## config.mk

```make
export PLATFORM = sky130hd
export DESIGN_NAME = vwns_angle
export DESIGN_NICKNAME = d
export VERILOG_FILES = /design/src/rtl/core/vwns_pkg.sv /design/src/rtl/core/vwns_angle.sv
export SDC_FILE = /design/constraint.sdc
export NUM_CORES = 2
export LEC_CHECK = 0
export CORE_ASPECT_RATIO = 1.1
export CORE_MARGIN = 4
export CORE_UTILIZATION = 60
export DETAILED_ROUTE_END_ITERATION = 8
export DONT_BUFFER_PORTS = 1
export PLACE_DENSITY = 0.74
export SLEW_MARGIN = 20
export SYNTH_ARGS = -nofsm -noshare
export SYNTH_HDL_FRONTEND = slang
export SYNTH_SLANG_ARGS = --single-unit
```

## constraint.sdc

```tcl
create_clock -name clk -period 14.3 [get_ports clk]
set_input_delay 2.145 -clock clk [delete_from_list [all_inputs] [get_ports clk]]
set_output_delay 2.145 -clock clk [all_outputs]
set_load 0.005 [all_outputs]
```

## src/rtl/core/vwns_pkg.sv

```systemverilog
// Shared types, request codes and constants of the vertex welding block.
package vwns_pkg;

	// Default sizes of the unique vertex table and of each entry's normal list.
	localparam int DEF_MAX_VERTS      = 1024;
	localparam int DEF_MAX_INFLUENCES = 4;

	// The list fill count holds up to 31 normals.
	localparam int ICNT_W = 5;

	// A normal list sum of up to 32 Q1.14 components, and the width of its divider step counter.
	localparam int SUM_W     = 21;
	localparam int DIV_CNT_W = $clog2(SUM_W + 1);

	// Configuration port index width.
	localparam int CFG_IDX_W = 2;

	// Request codes.
	localparam logic [1:0] REQ_ADD   = 2'd0;
	localparam logic [1:0] REQ_READ  = 2'd1;
	localparam logic [1:0] REQ_CLEAR = 2'd2;

	// Result status codes.
	localparam logic [1:0] STAT_OK      = 2'd0;
	localparam logic [1:0] STAT_FULL    = 2'd1;
	localparam logic [1:0] STAT_DROPPED = 2'd2;
	localparam logic [1:0] STAT_RANGE   = 2'd3;

	// Configuration register indexes.
	localparam logic [CFG_IDX_W-1:0] CFG_MATCH_UV      = 2'd0;
	localparam logic [CFG_IDX_W-1:0] CFG_MATCH_NORMALS = 2'd1;
	localparam logic [CFG_IDX_W-1:0] CFG_SMOOTH        = 2'd2;
	localparam logic [CFG_IDX_W-1:0] CFG_COS           = 2'd3;

	typedef logic signed [SUM_W-1:0] sum_t;

	typedef struct packed {
		logic signed [15:0] x;
		logic signed [15:0] y;
		logic signed [15:0] z;
	} normal_t;

	typedef struct packed {
		logic [1:0]         req_type;
		logic signed [31:0] pos_x;
		logic signed [31:0] pos_y;
		logic signed [31:0] pos_z;
		logic [15:0]        tex_u;
		logic [15:0]        tex_v;
		logic signed [15:0] norm_x;
		logic signed [15:0] norm_y;
		logic signed [15:0] norm_z;
		logic               hard_edge;
		logic [9:0]         entry_index;
	} in_item_t;

	typedef struct packed {
		logic [9:0]         out_index;
		logic               is_new;
		logic signed [15:0] avg_nx;
		logic signed [15:0] avg_ny;
		logic signed [15:0] avg_nz;
		logic [1:0]         status;
	} out_item_t;

	// One row of the unique vertex table.
	typedef struct packed {
		logic [31:0]       pos_x;
		logic [31:0]       pos_y;
		logic [31:0]       pos_z;
		logic [31:0]       uv;
		normal_t           nrm;
		logic              hard;
		logic [ICNT_W-1:0] icnt;
	} entry_t;

endpackage

```

## src/rtl/core/vwns_angle.sv

```systemverilog
// Multi-cycle test whether two normals lie within the cosine threshold.
module vwns_angle (
	input  logic               clk,
	input  logic               arst_n,
	input  logic               start,
	input  vwns_pkg::normal_t  a,
	input  vwns_pkg::normal_t  b,
	input  logic signed [15:0] cos_thr,
	output logic               done,
	output logic               hit
);
	import vwns_pkg::*;

	localparam logic [3:0] LAST_STEP = 4'd14;

	logic               run_q;
	logic [3:0]         step_q;
	logic signed [15:0] sa;
	logic signed [15:0] sb;
	logic signed [31:0] sprod;
	logic [31:0]        ua;
	logic [31:0]        ub;
	logic [63:0]        uprod;
	logic signed [33:0] dot_q;
	logic signed [33:0] la_q;
	logic signed [33:0] lb_q;
	logic [63:0]        d2_q;
	logic [63:0]        p_q;
	logic [63:0]        lo_q;
	logic [63:0]        hi_q;
	logic [31:0]        c2_q;
	logic [33:0]        dot_mag;
	logic [15:0]        cos_mag;
	logic [95:0]        lhs;
	logic [95:0]        rhs;
	logic               ge;
	logic               le;

	assign dot_mag = dot_q[33] ? -dot_q : dot_q;
	assign cos_mag = cos_thr[15] ? -cos_thr : cos_thr;

	// Operand selection: dot product and both squared lengths first, then the wide products.
	always_comb begin
		sa = '0;
		sb = '0;
		ua = '0;
		ub = '0;
		case (step_q)
			4'd0: begin sa = a.x; sb = b.x; end
			4'd1: begin sa = a.y; sb = b.y; end
			4'd2: begin sa = a.z; sb = b.z; end
			4'd3: begin sa = a.x; sb = a.x; end
			4'd4: begin sa = a.y; sb = a.y; end
			4'd5: begin sa = a.z; sb = a.z; end
			4'd6: begin sa = b.x; sb = b.x; end
			4'd7: begin sa = b.y; sb = b.y; end
			4'd8: begin sa = b.z; sb = b.z; end
			4'd9: begin ua = dot_mag[31:0]; ub = dot_mag[31:0]; end
			4'd10: begin ua = la_q[31:0]; ub = lb_q[31:0]; end
			4'd11: begin ua = 32'(cos_mag); ub = 32'(cos_mag); end
			4'd12: begin ua = p_q[31:0]; ub = c2_q; end
			4'd13: begin ua = p_q[63:32]; ub = c2_q; end
			default: begin end
		endcase
	end

	assign sprod = sa * sb;
	assign uprod = ua * ub;

	// Step sequencer.
	always_ff @(posedge clk or negedge arst_n) begin
		if (!arst_n) begin
			run_q  <= 1'b0;
			step_q <= '0;
		end else if (start) begin
			run_q  <= 1'b1;
			step_q <= '0;
		end else if (run_q) begin
			if (step_q == LAST_STEP) begin
				run_q <= 1'b0;
			end
			step_q <= step_q + 4'd1;
		end
	end

	// Accumulators and product registers.
	always_ff @(posedge clk) begin
		if (run_q) begin
			case (step_q)
				4'd0: dot_q <= 34'(sprod);
				4'd1, 4'd2: dot_q <= dot_q + 34'(sprod);
				4'd3: la_q <= 34'(sprod);
				4'd4, 4'd5: la_q <= la_q + 34'(sprod);
				4'd6: lb_q <= 34'(sprod);
				4'd7, 4'd8: lb_q <= lb_q + 34'(sprod);
				4'd9: d2_q <= uprod;
				4'd10: p_q <= uprod;
				4'd11: c2_q <= uprod[31:0];
				4'd12: lo_q <= uprod;
				4'd13: hi_q <= uprod;
				default: begin end
			endcase
		end
	end

	// Compare dot squared against the product of both lengths and the squared threshold.
	assign lhs = {4'b0, d2_q, 28'b0};
	assign rhs = {hi_q, 32'b0} + {32'b0, lo_q};
	assign ge  = lhs >= rhs;
	assign le  = lhs <= rhs;

	assign done = run_q && (step_q == LAST_STEP);

	always_comb begin
		if (la_q == '0 || lb_q == '0) begin
			hit = 1'b0;
		end else if (!cos_thr[15]) begin
			hit = !dot_q[33] && ge;
		end else begin
			hit = !dot_q[33] || le;
		end
	end

endmodule

```

Yosys cells after proc, flatten, opt, wreduce, memory -nomap -nowiden. Cells that the tools add are included.

Register bits after elaboration: 395. Latch bits: 0. RAM bits: 0. ROM bits: 0. Output and inout bits: 2. Word-level logic and storage cells: 81. Memories: 0.

Add/sub/neg operators: 7. $mul: 2. Div/mod/pow operators: 0. Magnitude comparators: 2. Equality and inequality tests: 14. Shift operators: 0. Muxes and demuxes: 16. Bitwise gates (word level): 0. Reductions and logical operators: 30.

Operator list (count): $pmux 34 s2 (3); $pmux 16 s6 (2); $pmux 32 s5 (1); $pmux 32 s4 (1); $add 34x32->34 (3); $add 96x64->96 (1); $ge 92x96->1 (1); $le 92x96->1 (1); $logic_not 34->1 (2); $mul 32x32->64 (1); $mul 16x16->32 (1); $mux 32 (1); $neg 32->32 (1); $eq 4x4->1 const B (7); $reduce_or 2->1 (10); $eq 4x3->1 const B (4); $mux 16 (1); $neg 16->16 (1); $reduce_and 2->1 (8); $eq 4x2->1 const B (2); $mux 4 (2); $reduce_bool 2->1 (4); $mux 1 (5); $add 4x1->4 const B (1); 5 further kinds (7).

Depth between registers and ports, before layout.
Word-level depth: 6. Mapped depth: 45. Depth with buffers taken out: 42.

Least setup slack after synthesis. No wires, ideal clock.

Path type: input to register. Start point: input port cos_thr[0]. End point: register d2_q[49], data pin. Library setup time: 0.273 ns. Arrival time: 10.935 ns. Required time: 14.027 ns. Setup slack: 3.092 ns. Stages on the path: 35. Path through: inv_1 -> ha_1 -> nand2_1 -> or3_1 -> o21ai_0 -> nand2b_1 -> o21ai_0 -> xor2_1 -> o22ai_1 -> a221oi_1 -> clkbuf_1 -> nor2_1 -> fa_1 -> fa_1 -> inv_1 -> fa_1 -> fa_1 -> inv_1 -> fa_1 -> fa_1 -> fa_1 -> inv_1 -> fa_1 -> inv_1 -> ha_1 -> a21o_1 -> a21o_1 -> a221o_1 -> nor2b_1 -> nor4b_2 -> o21ai_1 -> a221o_1 -> a21oi_1 -> o221ai_1 -> xnor2_1.

Cells in the longest elaborated chain, start to end: 4.

RTL lines: start: declaration (RTL line vwns_angle.sv:8) `input logic signed [15:0] cos_thr,`; $neg 16->16 (RTL line vwns_angle.sv:40) `assign cos_mag = cos_thr[15] ? -cos_thr : cos_thr;`; $mux 16 * (RTL line vwns_angle.sv:40); $pmux 32 s5 / $pmux 32 s4 (equally long branches) (RTL line vwns_angle.sv:48) `case (step_q)`; $mul 32x32->64 * (RTL line vwns_angle.sv:68) `assign uprod = ua * ub;`; named net uprod[49] (RTL line vwns_angle.sv:23) `logic [63:0] uprod;`; end signal: assignment (RTL line vwns_angle.sv:96) `4'd9: d2_q <= uprod;`; end: declaration (RTL line vwns_angle.sv:27) `logic [63:0] d2_q;`.

Mark *: on every way through the listed nets, which the timed path passes. The rest lies on a longest branch. A chain may end at the register's enable or synchronous reset.

Final worst setup path.
Start point: input port cos_thr[0]. End point: register lo_q[63], data pin.

Cells in the longest elaborated chain, start to end: 4.

RTL lines: $neg 16->16 (RTL line vwns_angle.sv:40); $mux 16 * (RTL line vwns_angle.sv:40); $pmux 32 s5 / $pmux 32 s4 (equally long branches) (RTL line vwns_angle.sv:48); $mul 32x32->64 * (RTL line vwns_angle.sv:68); named net uprod[63] (RTL line vwns_angle.sv:23); end signal: assignment (RTL line vwns_angle.sv:99) `4'd12: lo_q <= uprod;`; end: declaration (RTL line vwns_angle.sv:29) `logic [63:0] lo_q;`.

Marks and branches as above.

==> metrics.yaml <==
status:
  status: "completed"
clocking:
  cts_resized: 0
  cts_sinks: 395
  root_buffer: "clkbuf_16"
  clockBufferDepth: 3
  cts_setup_buffers: 0
  cts_tree: "done"
  clk_pin_slew_ps: 60
  numCtsBuffers: 47
  insertion_delay_ps: 640
  htree_levels: 2
  hold_buffers: 0
timing:
  final.setup_skew_ps: 60.4
  max_slew_margin_pct: 12.6
  fin_crit_sh_pct: 87.6
  grt_setup_unrepaired: "false"
  setup_tns_ps: 0
  fmax_ghz: 0.0799
  fin_crit_ps: 12520
  slew_viol_final: 0
  whs_ps: 650
  tightest_slew_ps: 1300
  setup_viol: 0
  hold_viol: 0
final_layout:
  fillers: 9148
  nets: 8907
  multi_input_area_sq_mm: 0.0494
  synthToLayoutAreaGrowth_pct: 5.50
  seq_area_sq_mm: 0.0118
  layout-drive-gt1-share_pct: 4.73
worst_setup_path:
  start_kind: "input port"
  r2r_start: "dot_q[4]$_DFFE_PP_"
  rrSetupSlack_ps: 2450
  cpMostUsedCell: "fa_1"
  critical-path-slowest-cell: "a221o_1"
  arrival_ps: 12830
  ff2ff_path_depth: 29
  endpoint_kind: "flop"
  worstReg2RegEnd: "lo_q[63]$_DFFE_PP_"
  worstSetupPathType: "in -> reg"
  crit_buf_inv: 6
  crit_family: "adder cells"
  crit_required_ps: 14600
  cp_slowest_stage_delay_ps: 910
  crit_fanout: 17
hold_path:
  min_to: "step_q[1]$_DFFE_PN0P_"
  hold_path_depth: 2
  hp-start: "step_q[1]$_DFFE_PN0P_"
  holdCritPathClass: "reg -> reg"
logic_synthesis:
  synth_top_area_cell: "fa_1"
  synth.cell_area_sq_mm: 0.0671
  synth_edf_count: 390
  seq_area_frac_synth_pct: 17.6
  async_flop_share_pct: 1.27
  synth_top_area_share_pct: 34.7
  yosysUniqueCellTypes: 82
  ys.flop_type: "edfxtp_1"
  syn_avg_cell_area_sq_um: 9.32
  synth-warning-count: 0
  synth.net_count: 9027
  synth_area_leaders: "fa_1, edfxtp_1, ha_1"
  ys_ff_latch: 395
  syn-instance-count: 7200
global_routing:
  first_global_vias: 54900
  grt_overflow_total: 0
  grt_pass1_wl_microns: 331000
  grt_max_degree: 65
  grt_usage_pct: 37.7
  antenna_found_initial: 16
route:
  vias: 53400
  drc_errors: 0
  drt-total-wl_microns: 222000
  final_antenna_net_count: 0
  drt_iter0_markers: 5936
  avgViaCountPerCell: 6.20
  dr.pass1.iters: 7
  wl_per_cell_microns: 25.7
place:
  io_buffers: 0
  globalplace.congestion: 1.05
  dp_hpwl_microns: 177000
die:
  std_cell_rows: 128
  die_y_microns: 359
  core_sq_mm: 0.111
  die-area_sq_mm: 0.117
  ios: 117
  initial_core_util_pct: 60.5
  die_w_microns: 327
flow_run:
  maxCapViolations: 0
==> synthesized netlist by cell type, drive strengths merged, types with 51 or more instances <==
master  count
inv      1340
fa       1163
nand2    1048
ha        549
nor2      548
edfxtp    390
clkbuf    284
a21oi     264
o21ai     188
xnor2     146
xor2      138
a21o      125
and2       91
nand3      60
nor2b      55
nand4      52
a22oi      51
==> cells by family after synthesis <==
family                     Yosys count  synth area share (%)
AOI/OAI and AO/OA                 1063                  10.8
xor gates and xnor gates           284                  3.70
adders and majority gates         1712                  44.9
buffers and inverters             1652                  9.25
DFF                                395                  17.6
muxes                               30                 0.460
and+or+nand+nor                   2064                  13.3
==> layout make-up <==
cell class	count	share of cell area, %
diodes	6	0.0212
clock buffers	50	1.68
clock inverters	37	0.632
inverters	1340	7.10
multi-input cells	5153	69.7
flip-flops and latches	395	16.7
well taps	1495	2.64
repair buffers	143	1.52
==> stage by stage <==
stage               utilization [%]  cell area [sq um]  setup WS, ps  cells
global placement               62.3              69100          1620   8524
CTS                            63.8              70800          2070   8612
floorplan                         -              67100          3090   7200
global route                   63.8              70800          1490   8613
finish                         63.8              70800          1780   8619
detailed placement             62.3              69200          1420   8525
==> layer usage <==
metal,part of all wire [%],GRT usage (%),vias up
met3,14,14.9,909
met1,35,45.7,26400
met5,0.061,0,-
met2,43,57.1,3307
li1,-,-,22800
met4,7.7,22.6,16
==> flip-flops by register name (all words and copies together) (netlist names) <==
signal	cells
step_q	4
p_q	64
la_q	34
lo_q	64
hi_q	64
run_q	1
c2_q	32
dot_q	34
d2_q	64
lb_q	34
==> worst reg2reg max path: cells and delay by family, from the launching register on <==
| kind | cells | cell delay, ps |
|---|---|---|
| flops | 1 | 510 |
| fa+ha+maj | 9 | 4500 |
| buf+inv | 2 | 100 |
| simple gates | 9 | 2860 |
| compound gates | 7 | 2500 |
| xor+xnor | 2 | 1060 |
==> worst max-delay path by stage <==
| stage | cells after the start | slack (ps) | start | endpoint |
|---|---|---|---|---|
| floorplan | 35 | 3090 | cos_thr[0] | d2_q[49]$_DFFE_PP_ |
| global placement | 34 | 1620 | cos_thr[0] | p_q[63]$_DFFE_PP_ |
| detailed placement | 34 | 1420 | cos_thr[0] | p_q[63]$_DFFE_PP_ |
| CTS | 34 | 2070 | cos_thr[0] | hi_q[63]$_DFFE_PP_ |
| global route | 34 | 1490 | cos_thr[0] | d2_q[63]$_DFFE_PP_ |
| finish | 34 | 1780 | cos_thr[0] | lo_q[63]$_DFFE_PP_ |
==> cells in the final DEF, fill, tap and decap left out, types with 23 or more instances in the layout <==
cell type  count
o21bai_1      49
inv_1       1340
a221o_1       39
nand3_1       60
nand4_1       52
fa_1        1163
and2_1        87
a211oi_1      32
edfxtp_1     390
nor2_1       539
nor4_1        31
a221oi_1      33
a211o_1       27
o31ai_1       24
clkbuf_16     47
a222oi_1      33
xor2_1       137
a21o_1       125
o21a_1        41
buf_4        142
a21oi_1      263
mux2i_1       23
or2_2         32
nand2_1     1047
ha_1         549
nor2b_1       55
xnor2_1      145
nand2b_1      38
nor3_1        33
a22oi_1       51
o21ai_0      167
Power is left out: the tool's default activity adds up to more than one toggle a clock period on the data nets, which glitch-free logic cannot reach.
