## src/rtl/core/vwns_pkg.sv

```systemverilog
// Shared types, request codes and constants of the vertex welding block.
package vwns_pkg;

	// Default sizes of the unique vertex table and of each entry's normal list.
	localparam int DEF_MAX_VERTS      = 1024;
	localparam int DEF_MAX_INFLUENCES = 4;

	// The list fill count holds up to 31 normals.
	localparam int ICNT_W = 5;

	// A normal list sum of up to 32 Q1.14 components, and the width of its divider step counter.
	localparam int SUM_W     = 21;
	localparam int DIV_CNT_W = $clog2(SUM_W + 1);

	// Configuration port index width.
	localparam int CFG_IDX_W = 2;

	// Request codes.
	localparam logic [1:0] REQ_ADD   = 2'd0;
	localparam logic [1:0] REQ_READ  = 2'd1;
	localparam logic [1:0] REQ_CLEAR = 2'd2;

	// Result status codes.
	localparam logic [1:0] STAT_OK      = 2'd0;
	localparam logic [1:0] STAT_FULL    = 2'd1;
	localparam logic [1:0] STAT_DROPPED = 2'd2;
	localparam logic [1:0] STAT_RANGE   = 2'd3;

	// Configuration register indexes.
	localparam logic [CFG_IDX_W-1:0] CFG_MATCH_UV      = 2'd0;
	localparam logic [CFG_IDX_W-1:0] CFG_MATCH_NORMALS = 2'd1;
	localparam logic [CFG_IDX_W-1:0] CFG_SMOOTH        = 2'd2;
	localparam logic [CFG_IDX_W-1:0] CFG_COS           = 2'd3;

	typedef logic signed [SUM_W-1:0] sum_t;

	typedef struct packed {
		logic signed [15:0] x;
		logic signed [15:0] y;
		logic signed [15:0] z;
	} normal_t;

	typedef struct packed {
		logic [1:0]         req_type;
		logic signed [31:0] pos_x;
		logic signed [31:0] pos_y;
		logic signed [31:0] pos_z;
		logic [15:0]        tex_u;
		logic [15:0]        tex_v;
		logic signed [15:0] norm_x;
		logic signed [15:0] norm_y;
		logic signed [15:0] norm_z;
		logic               hard_edge;
		logic [9:0]         entry_index;
	} in_item_t;

	typedef struct packed {
		logic [9:0]         out_index;
		logic               is_new;
		logic signed [15:0] avg_nx;
		logic signed [15:0] avg_ny;
		logic signed [15:0] avg_nz;
		logic [1:0]         status;
	} out_item_t;

	// One row of the unique vertex table.
	typedef struct packed {
		logic [31:0]       pos_x;
		logic [31:0]       pos_y;
		logic [31:0]       pos_z;
		logic [31:0]       uv;
		normal_t           nrm;
		logic              hard;
		logic [ICNT_W-1:0] icnt;
	} entry_t;

endpackage

```

## src/rtl/core/vwns_div.sv

```systemverilog
// Bit-serial divider that averages the three summed normal components.
module vwns_div (
	input  logic                         clk,
	input  logic                         arst_n,
	input  logic                         start,
	input  vwns_pkg::sum_t               sums [3],
	input  logic [vwns_pkg::ICNT_W-1:0]  divisor,
	output logic                         done,
	output vwns_pkg::normal_t            avg
);
	import vwns_pkg::*;

	logic                 run_q;
	logic [DIV_CNT_W-1:0] cnt_q;
	logic [ICNT_W-1:0]    div_q;
	logic [SUM_W-1:0]     num_q [3];
	logic [ICNT_W-1:0]    rem_q [3];
	logic                 neg_q [3];
	logic [ICNT_W:0]      rem_sh [3];
	logic                 fit [3];
	logic [SUM_W-1:0]     quo [3];

	assign done = run_q && (cnt_q == DIV_CNT_W'(SUM_W));

	// One quotient bit per lane and cycle.
	always_comb begin
		for (int i = 0; i < 3; i++) begin
			rem_sh[i] = {rem_q[i], num_q[i][SUM_W-1]};
			fit[i]    = rem_sh[i] >= {1'b0, div_q};
			quo[i]    = neg_q[i] ? -num_q[i] : num_q[i];
		end
	end

	always_ff @(posedge clk or negedge arst_n) begin
		if (!arst_n) begin
			run_q <= 1'b0;
			cnt_q <= '0;
		end else if (start) begin
			run_q <= 1'b1;
			cnt_q <= '0;
		end else if (done) begin
			run_q <= 1'b0;
		end else if (run_q) begin
			cnt_q <= cnt_q + DIV_CNT_W'(1);
		end
	end

	always_ff @(posedge clk) begin
		if (start) begin
			div_q <= divisor;
			for (int i = 0; i < 3; i++) begin
				neg_q[i] <= sums[i][SUM_W-1];
				num_q[i] <= sums[i][SUM_W-1] ? SUM_W'(-sums[i]) : SUM_W'(sums[i]);
				rem_q[i] <= '0;
			end
		end else if (run_q && !done) begin
			for (int i = 0; i < 3; i++) begin
				if (fit[i]) begin
					rem_q[i] <= ICNT_W'(rem_sh[i] - {1'b0, div_q});
				end else begin
					rem_q[i] <= rem_sh[i][ICNT_W-1:0];
				end
				num_q[i] <= {num_q[i][SUM_W-2:0], fit[i]};
			end
		end
	end

	assign avg.x = quo[0][15:0];
	assign avg.y = quo[1][15:0];
	assign avg.z = quo[2][15:0];

endmodule

```

## config.mk

```make
export PLATFORM = sky130hd
export DESIGN_NAME = vwns_div
export DESIGN_NICKNAME = d
export VERILOG_FILES = /design/src/rtl/core/vwns_pkg.sv /design/src/rtl/core/vwns_div.sv
export SDC_FILE = /design/constraint.sdc
export NUM_CORES = 1
export LEC_CHECK = 0
export BUFFER_PORTS_ARGS = -buffer_cell sky130_fd_sc_hd__buf_2
export CAP_MARGIN = 10
export CELL_PAD_IN_SITES_DETAIL_PLACEMENT = 1
export CELL_PAD_IN_SITES_GLOBAL_PLACEMENT = 2
export CORE_MARGIN = 1
export CORE_UTILIZATION = 35
export DETAILED_ROUTE_END_ITERATION = 10
export HOLD_SLACK_MARGIN = 0.02
export PLACE_DENSITY = 0.84
export SLEW_MARGIN = 30
export SYNTH_ARGS = -nofsm -noshare
export SYNTH_HDL_FRONTEND = slang
export SYNTH_SLANG_ARGS = --single-unit
```

## constraint.sdc

```tcl
create_clock -name clk -period 3.1 [get_ports clk]
set_input_delay 0 -clock clk [delete_from_list [all_inputs] [get_ports clk]]
set_output_delay 0 -clock clk [all_outputs]
set_load 0.01 [all_outputs]
```

# Word-level counts from Yosys, hierarchy flattened
# Memory sizes are Yosys's and may differ from the RTL's.
# Cells that the tools add are included.
# word_totals
regBits,11
ram_bits,81
input_bits,71
output_inout_bits,49
word_cells,85
n_memories,3
# memory_table
name,words,width,rd,rd_clocked_by_memory_dff,wr,line,source
num_q,3,21,3,0,3,vwns_div.sv:16,logic [SUM_W-1:0] num_q [3];
rem_q,3,5,3,0,3,vwns_div.sv:17,logic [ICNT_W-1:0] rem_q [3];
neg_q,3,1,3,0,3,vwns_div.sv:18,logic neg_q [3];
# op_classes
addsub,10
n_lt_le_gt_ge,3
n_eq_ne,2
muxes,49
n_bitwise,9
reduce_logical,6
# ops
operator,count
21-bit 2-to-1 mux,6
21-bit negator,3
16-bit 2-to-1 mux,3
16-bit negator,3
5-bit 2-to-1 mux,9
1-bit 2-to-1 mux,31
6-bit by 5-bit greater-or-equal comparator with 1-bit output,3
5-bit subtractor,3
1-bit bitwise OR,9
"5-bit by 1-bit adder with 5-bit output, second input constant",1
"5-bit == test, second input constant",1
2-bit nonzero test,2
1-bit logical AND,2
"2-bit inequality test, second input constant",1
2-bit AND reduction,1
1-bit zero test,1

# Longest topological paths before layout
# Gate-level depths: netlist of the first run.
# logic_depth
ltp_word,9
depth_mapped,9
depth_no_buf,9

# Worst setup path after synthesis of the first run
# OpenSTA, ideal clock, no wires.
# synth_path
path_type,reg2reg
from,register cnt_q[0]
to,"memory num_q[0][0], enable pin"
setup_time_ns,0.403
t_arrival_ns,2.102
required_ns,2.697
setup_slack_ns,0.595
stages_incl_launch_ff,6
path_buffers,1
synth_period_minus_slack_ns,2.505
cell_sequence,dfrtp_1 -> ha_1 -> nand4b_1 -> and2_1 -> clkbuf_1 -> or2_2
# synth_lines
element,line,source
from (decl),vwns_div.sv:14,logic [DIV_CNT_W-1:0] cnt_q;
from (signal assigned),vwns_div.sv:44,cnt_q <= cnt_q + DIV_CNT_W'(1);
to (decl),vwns_div.sv:16,

==> results of run 1 <==
routing by layer:
layer  part of all wire  vias to the layer above  track usage  routed length [um]
met5                  0                        -            0                   0
met4              0.020                        0       0.0708                 340
met3              0.033                       21       0.0261                 556
met2               0.50                      109        0.323                8490
met1               0.44                     2584        0.240                7500
li1                   -                     2628            -                   -
metrics by stage:
step	area, sq um	setup WS, ns
global route	7630	0.232
finish	7630	0.491
detailed placement	7260	0.496
global placement	7260	0.591
floorplan	6430	0.595
CTS	7630	0.484
path summary, 6_finish.rpt:
check	startpoint	endpoint	slack, ns	depth (start not counted)
setup / recovery	div_q[1]	rem_q[2][0]	0.49	7
hold / removal	sums[37]	num_q[0][37]	0.04	3
setup reg to reg	div_q[1]	rem_q[2][0]	0.49	7
hold reg to reg	num_q[0][17]	num_q[0][18]	0.53	2
max in group asynchronous	arst_n	cnt_q[2]	2.28	3
min in group asynchronous	arst_n	cnt_q[1]	0.61	3
power breakdown:
group          switching (mW)  total (mW)  internal, mW  leakage, nW
registers               0.204        1.82          1.62         1.01
logic                   0.752        1.38         0.633         1.92
clock network           0.456        1.10         0.648        0.141
total                    1.41        4.31          2.90         3.07
sequential cells by signal, summed over array words and instances (netlist names):
signal,cells
div_q,5
rem_q,15
num_q,63
cnt_q,5
neg_q,3
run_q,1
area by class of cell:
| cell class | instances | share of cell area |
|---|---|---|
| clock buffer | 14 | 0.0333 |
| clock inverter | 2 | 0.00459 |
| inverter | 29 | 0.0143 |
| multi-input combinational | 506 | 0.455 |
| sequential | 92 | 0.358 |
| tap | 229 | 0.0376 |
| timing repair buffer | 132 | 0.0968 |
Yosys cell counts, types with 3 or more instances:
| library cell | count | area share |
|---|---|---|
| a211oi_1 | 7 | 0.0082 |
| a21o_1 | 4 | 0.0047 |
| buf_1 | 4 | 0.0023 |
| nor2_1 | 37 | 0.022 |
| or2_2 | 3 | 0.0029 |
| xor2_1 | 56 | 0.076 |
| or3_1 | 12 | 0.012 |
| ha_1 | 23 | 0.045 |
| o41ai_2 | 3 | 0.0076 |
| a21oi_1 | 22 | 0.017 |
| o41ai_1 | 9 | 0.012 |
| nand3_1 | 6 | 0.0047 |
| a21boi_0 | 5 | 0.0058 |
| inv_1 | 29 | 0.017 |
| nor2b_1 | 6 | 0.0058 |
| o31ai_2 | 5 | 0.0097 |
| o21ai_0 | 66 | 0.051 |
| fa_1 | 3 | 0.0093 |
| nand2_1 | 77 | 0.045 |
| mux2i_1 | 5 | 0.0078 |
| o21ai_1 | 7 | 0.0054 |
| or4_4 | 3 | 0.0053 |
| or4_1 | 16 | 0.019 |
| nor4_1 | 3 | 0.0029 |
| clkbuf_1 | 22 | 0.013 |
| nor3_1 | 6 | 0.0047 |
| xnor2_1 | 50 | 0.068 |
| dfrtp_1 | 6 | 0.023 |
| o31ai_1 | 34 | 0.040 |
| a22o_1 | 6 | 0.0082 |
| edfxtp_1 | 86 | 0.40 |
| nand2b_1 | 7 | 0.0068 |
| buf_4 | 3 | 0.0035 |
worst max-delay path: stages, from the launching register on:
cell	delay, ns
edfxtp_1	0.43
inv_1	0.15
fa_1	0.49
a211oi_1	0.28
nor2_1	0.09
or4_1	0.49
nor2_1	0.33
a22o_1	0.21
cells by family after synthesis:
| group | Yosys count | synth area share |
|---|---|---|
| xor gates and xnor gates | 106 | 0.144 |
| and+or+nand+nor | 193 | 0.151 |
| muxes | 5 | 0.00778 |
| adders and majority gates | 26 | 0.0541 |
| buffers and inverters | 59 | 0.0364 |
| AOI/OAI and AO/OA | 176 | 0.181 |
| DFF | 92 | 0.425 |
==> flow_summary.json, run 1 <==
{
  "power.density_nw_per_um2": 565,
  "clk_pin_slew_ns": 0.06,
  "gp_congestion": 0.859,
  "ant_nets": 0,
  "n_fill_cell": 2096,
  "cellLeakagePower_nw": 3.07,
  "drive_gt1_frac": 0.203,
  "hold_slack_ns": 0.0418,
  "min_period_over_period": 0.842,
  "die-area_sq_um": 18900,
  "vias": 5342,
  "final_cell_mix": "buf_2 (119), edfxtp_1 (86), nand2_1 (77)",
  "layout_min_cycle_time_ns": 2.61,
  "yosysWarnings": 0,
  "max_freq_mhz": 383,
  "grt_first_pass_wirelength_mm": 27.6,
  "grt-ovfl-total": 0,
  "route.detailed.drc": 0,
  "cts_buffer_depth": 2,
  "yosys.cell_types.count": 48,
  "fin_cells": 1004,
  "multi_input_area_sq_um": 3470,
  "cts_buffers": 9,
  "async_flop_share": 0.0652,
  "io_pins": 120,
  "slew_headroom": 0.520,
  "register_area_sq_um": 2730,
  "crit_required_ns": 3.31,
  "cp_max_fo": 6,
  "clock_skew_ns": 0.00681,
  "cts_tree": "built",
  "power_mw": 4.31,
  "antenna_found_initial": 0,
  "seq_area_frac_synth": 0.425,
  "post_drt_wl_per_cell_um": 16.8,
  "vias_per_cell": 5.32,
  "postCtsSetupBuffers": 0,
  "layout_commonest_cell": "buf_2",
  "n_antenna_cell": 0,
  "maxCapViolations": 0,
  "dp_hpwl_mm": 12.7,
  "finalSetupViolations": 0,
  "fin_nets": 867,
  "critPathKind": "reg2reg",
  "cts-root-buf": "clkbuf_16",
  "arrival_ns": 2.82,
  "netlist_instances": 657,
  "clkLatencyLatePin_ns": 0.35,
  "h-tree-depth": 3,
  "routed_wl_mm": 16.9,
  "clock-sinks": 92,
  "utilization": 0.425,
  "maxSlewViolCount": 0,
  "syn_avg_cell_area_sq_um": 9.79,
  "setup_tns_ns": 0,
  "track_usage": 0.189,
  "start_kind": "register",
  "die_w_um": 138,
  "worst_setup_path_end_kind": "register",
  "grt_pass1_vias": 5505,
  "worstMarginPinSlew_ns": 0.714,
  "grt_max_degree": 87,
  "drt_pre_antenna_iters": 6,
  "rows": 49,
  "core-area_sq_um": 18000,
  "portBuffers": 119,
  "die_height_um": 138,
  "drt_iter0_drc": 265,
  "rsz0062_at_grt": "no",
  "initial_core_util": 0.358,
  "cts_resized": 0,
  "synthesis.area_sq_um": 6430,
  "hp-class": "in2reg",
  "syn_to_final_growth_pct": 18.6,
  "synth_seq_cells": 92,
  "outcome": "completed",
  "vdd_drop_max_mv": 0.320,
  "ys.flop_type": "edfxtp_1",
  "hold_violations": 0,
  "synth_nets": 754,
  "cts_hold_buf": 8,
  "synth_edf_count": 86,
  "placed_cells": 980
}
No activity file was read; power rests on OpenSTA's default activity.
==> inputs of run 2 (changes only) <==
--- a/config.mk
+++ b/config.mk
@@ -10,10 +10,10 @@
 export CELL_PAD_IN_SITES_DETAIL_PLACEMENT = 1
 export CELL_PAD_IN_SITES_GLOBAL_PLACEMENT = 2
 export CORE_MARGIN = 1
-export CORE_UTILIZATION = 35
+export CORE_UTILIZATION = 32
 export DETAILED_ROUTE_END_ITERATION = 10
 export HOLD_SLACK_MARGIN = 0.02
-export PLACE_DENSITY = 0.84
+export PLACE_DENSITY = 0.81
 export SLEW_MARGIN = 30
 export SYNTH_ARGS = -nofsm -noshare
 export SYNTH_HDL_FRONTEND = slang
==> constraint.sdc (replaced) <==
create_clock -name clk -period 2.3 [get_ports clk]
set_input_delay 0 -clock clk [delete_from_list [all_inputs] [get_ports clk]]
set_output_delay 0 -clock clk [all_outputs]
set_load 0.01 [all_outputs]
==> flow_summary.json, run 2 (synthesis gave the netlist of run 1 again) <==
{
  "grt_first_pass_wirelength_mm": 29.1,
  "portBuffers": 119,
  "die_height_um": 144,
  "post_drt_wl_per_cell_um": 17.1,
  "ant_nets": 0,
  "initial_core_util": 0.328,
  "rows": 51,
  "worst_setup_path_end_kind": "register",
  "crit_required_ns": 2.40,
  "syn_to_final_growth_pct": 29.3,
  "setup_tns_ns": -0.863,
  "violations": "setup timing",
  "clkLatencyLatePin_ns": 0.35,
  "drt_pre_antenna_iters": 4,
  "clk_pin_slew_ns": 0.07,
  "grt-ovfl-total": 0,
  "track_usage": 0.181,
  "vias": 5522,
  "gp_congestion": 0.862,
  "layout_min_cycle_time_ns": 2.46,
  "routed_wl_mm": 18.4,
  "finalSetupViolations": 6,
  "route.detailed.drc": 0,
  "outcome": "finished, violations left",
  "cts-root-buf": "clkbuf_16",
  "antenna_found_initial": 0,
  "grt_pass1_vias": 5795,
  "min_period_over_period": 1.07,
  "drt_iter0_drc": 302,
  "worstMarginPinSlew_ns": 0.664,
  "fin_nets": 907,
  "cts_tree": "built",
  "largest_register_ffs": 63,
  "core-area_sq_um": 19600,
  "start_kind": "register",
  "fin_cells": 1080,
  "clock_skew_ns": 0.00691,
  "critPathKind": "reg2reg",
  "dp_hpwl_mm": 13.6,
  "worst_slack_ns": -0.159,
  "vias_per_cell": 5.11,
  "regMostFlops": "num_q",
  "cellLeakagePower_nw": 3.32,
  "slew_headroom": 0.557,
  "arrival_ns": 2.56,
  "layout_commonest_cell": "buf_2",
  "drive_gt1_frac": 0.290,
  "utilization": 0.424,
  "maxCapViolations": 0,
  "max_freq_mhz": 407,
  "register_area_sq_um": 2730,
  "n_fill_cell": 2271,
  "die-area_sq_um": 20700,
  "vdd_drop_max_mv": 0.475,
  "placed_cells": 1037,
  "die_w_um": 144,
  "power.density_nw_per_um2": 750,
  "clock-sinks": 92,
  "hold_violations": 0,
  "cts_buffer_depth": 2,
  "hp-class": "in2reg",
  "multi_input_area_sq_um": 3780,
  "cp_max_fo": 5,
  "io_pins": 120,
  "grt_max_degree": 30,
  "n_antenna_cell": 0,
  "final_cell_mix": "buf_2 (119), edfxtp_1 (86), nand2_1 (75)",
  "maxSlewViolCount": 0,
  "h-tree-depth": 3,
  "top_regs": "num_q: 63 flops, rem_q: 15 flops",
  "rsz0062_at_grt": "yes",
  "cts_buffers": 9,
  "hold_slack_ns": 0.0443
}
-- run 2: changes by cell type in the layout (fill, tap and decap cells not counted), sizes merged --
cell	delta
buf	+39
clkbuf	-3
clkinvlp	+2
clkdlybuf4s15	+1
clkinv	+1
-- run 2: layout make-up --
cell class	instances	share of cell area
flip-flops and latches	92	0.329
clock buffers	11	0.0280
clock inverters	5	0.00632
well taps	265	0.0399
repair buffers	172	0.129
multi-input cells	506	0.455
inverters	29	0.0131
-- run 2: path summary, 6_finish.rpt --
| path | from | to | slack (ns) | cells after the start |
|---|---|---|---|---|
| setup / recovery | num_q[0][62] | rem_q[2][4] | -0.16 | 9 |
| hold / removal | sums[7] | num_q[0][49] | 0.04 | 3 |
| setup reg to reg | num_q[0][62] | rem_q[2][4] | -0.16 | 9 |
| hold reg to reg | num_q[0][37] | num_q[0][38] | 0.54 | 2 |
| max in group asynchronous | arst_n | cnt_q[2] | 1.49 | 3 |
| min in group asynchronous | arst_n | run_q | 0.59 | 3 |
-- run 2: through the flow --
stage | cell area [sq um] | power [mW] | worst slack (ns)
2_1_floorplan | 6440 | 3.69 | -0.0118
3_3_place_gp | 7480 | 4.33 | -0.0565
3_5_place_dp | 7480 | 4.46 | -0.179
4_1_cts | 7990 | 6.03 | -0.142
5_1_grt | 8310 | 6.60 | -0.264
6_report | 8310 | 6.24 | -0.159
-- run 2: where the power goes --
| group | internal, mW | total, mW | switching, mW |
|---|---|---|---|
| logic | 1.11 | 2.29 | 1.18 |
| clock network | 0.836 | 1.47 | 0.635 |
| registers | 2.18 | 2.48 | 0.298 |
| total | 4.12 | 6.24 | 2.11 |
-- run 2: repair_timing --
action,4_1_cts,5_1_grt
pin swaps,9,13
endpoints found under the setup margin,22,29
hold buffers,8,0
gates cloned,0,1
endpoints found under the hold margin,12,0
resized for setup,20,37
buffers inserted,6,12
-- run 2: worst max-delay path: stages, from the launching register on --
cell      delay (ns)
edfxtp_1        0.39
inv_1           0.07
ha_1            0.15
inv_2           0.05
fa_2            0.37
a211oi_2        0.22
nor2_2          0.07
or4_4           0.52
and2_4          0.18
a22o_1          0.19
-- run 2: layer usage --
metal | part of all wire | vias to the layer above | track usage
li1 | - | 2700 | -
met2 | 0.53 | 89 | 0.325
met4 | 0.019 | 0 | 0.0705
met1 | 0.43 | 2713 | 0.218
met5 | 0 | - | 0
met3 | 0.022 | 20 | 0.0220
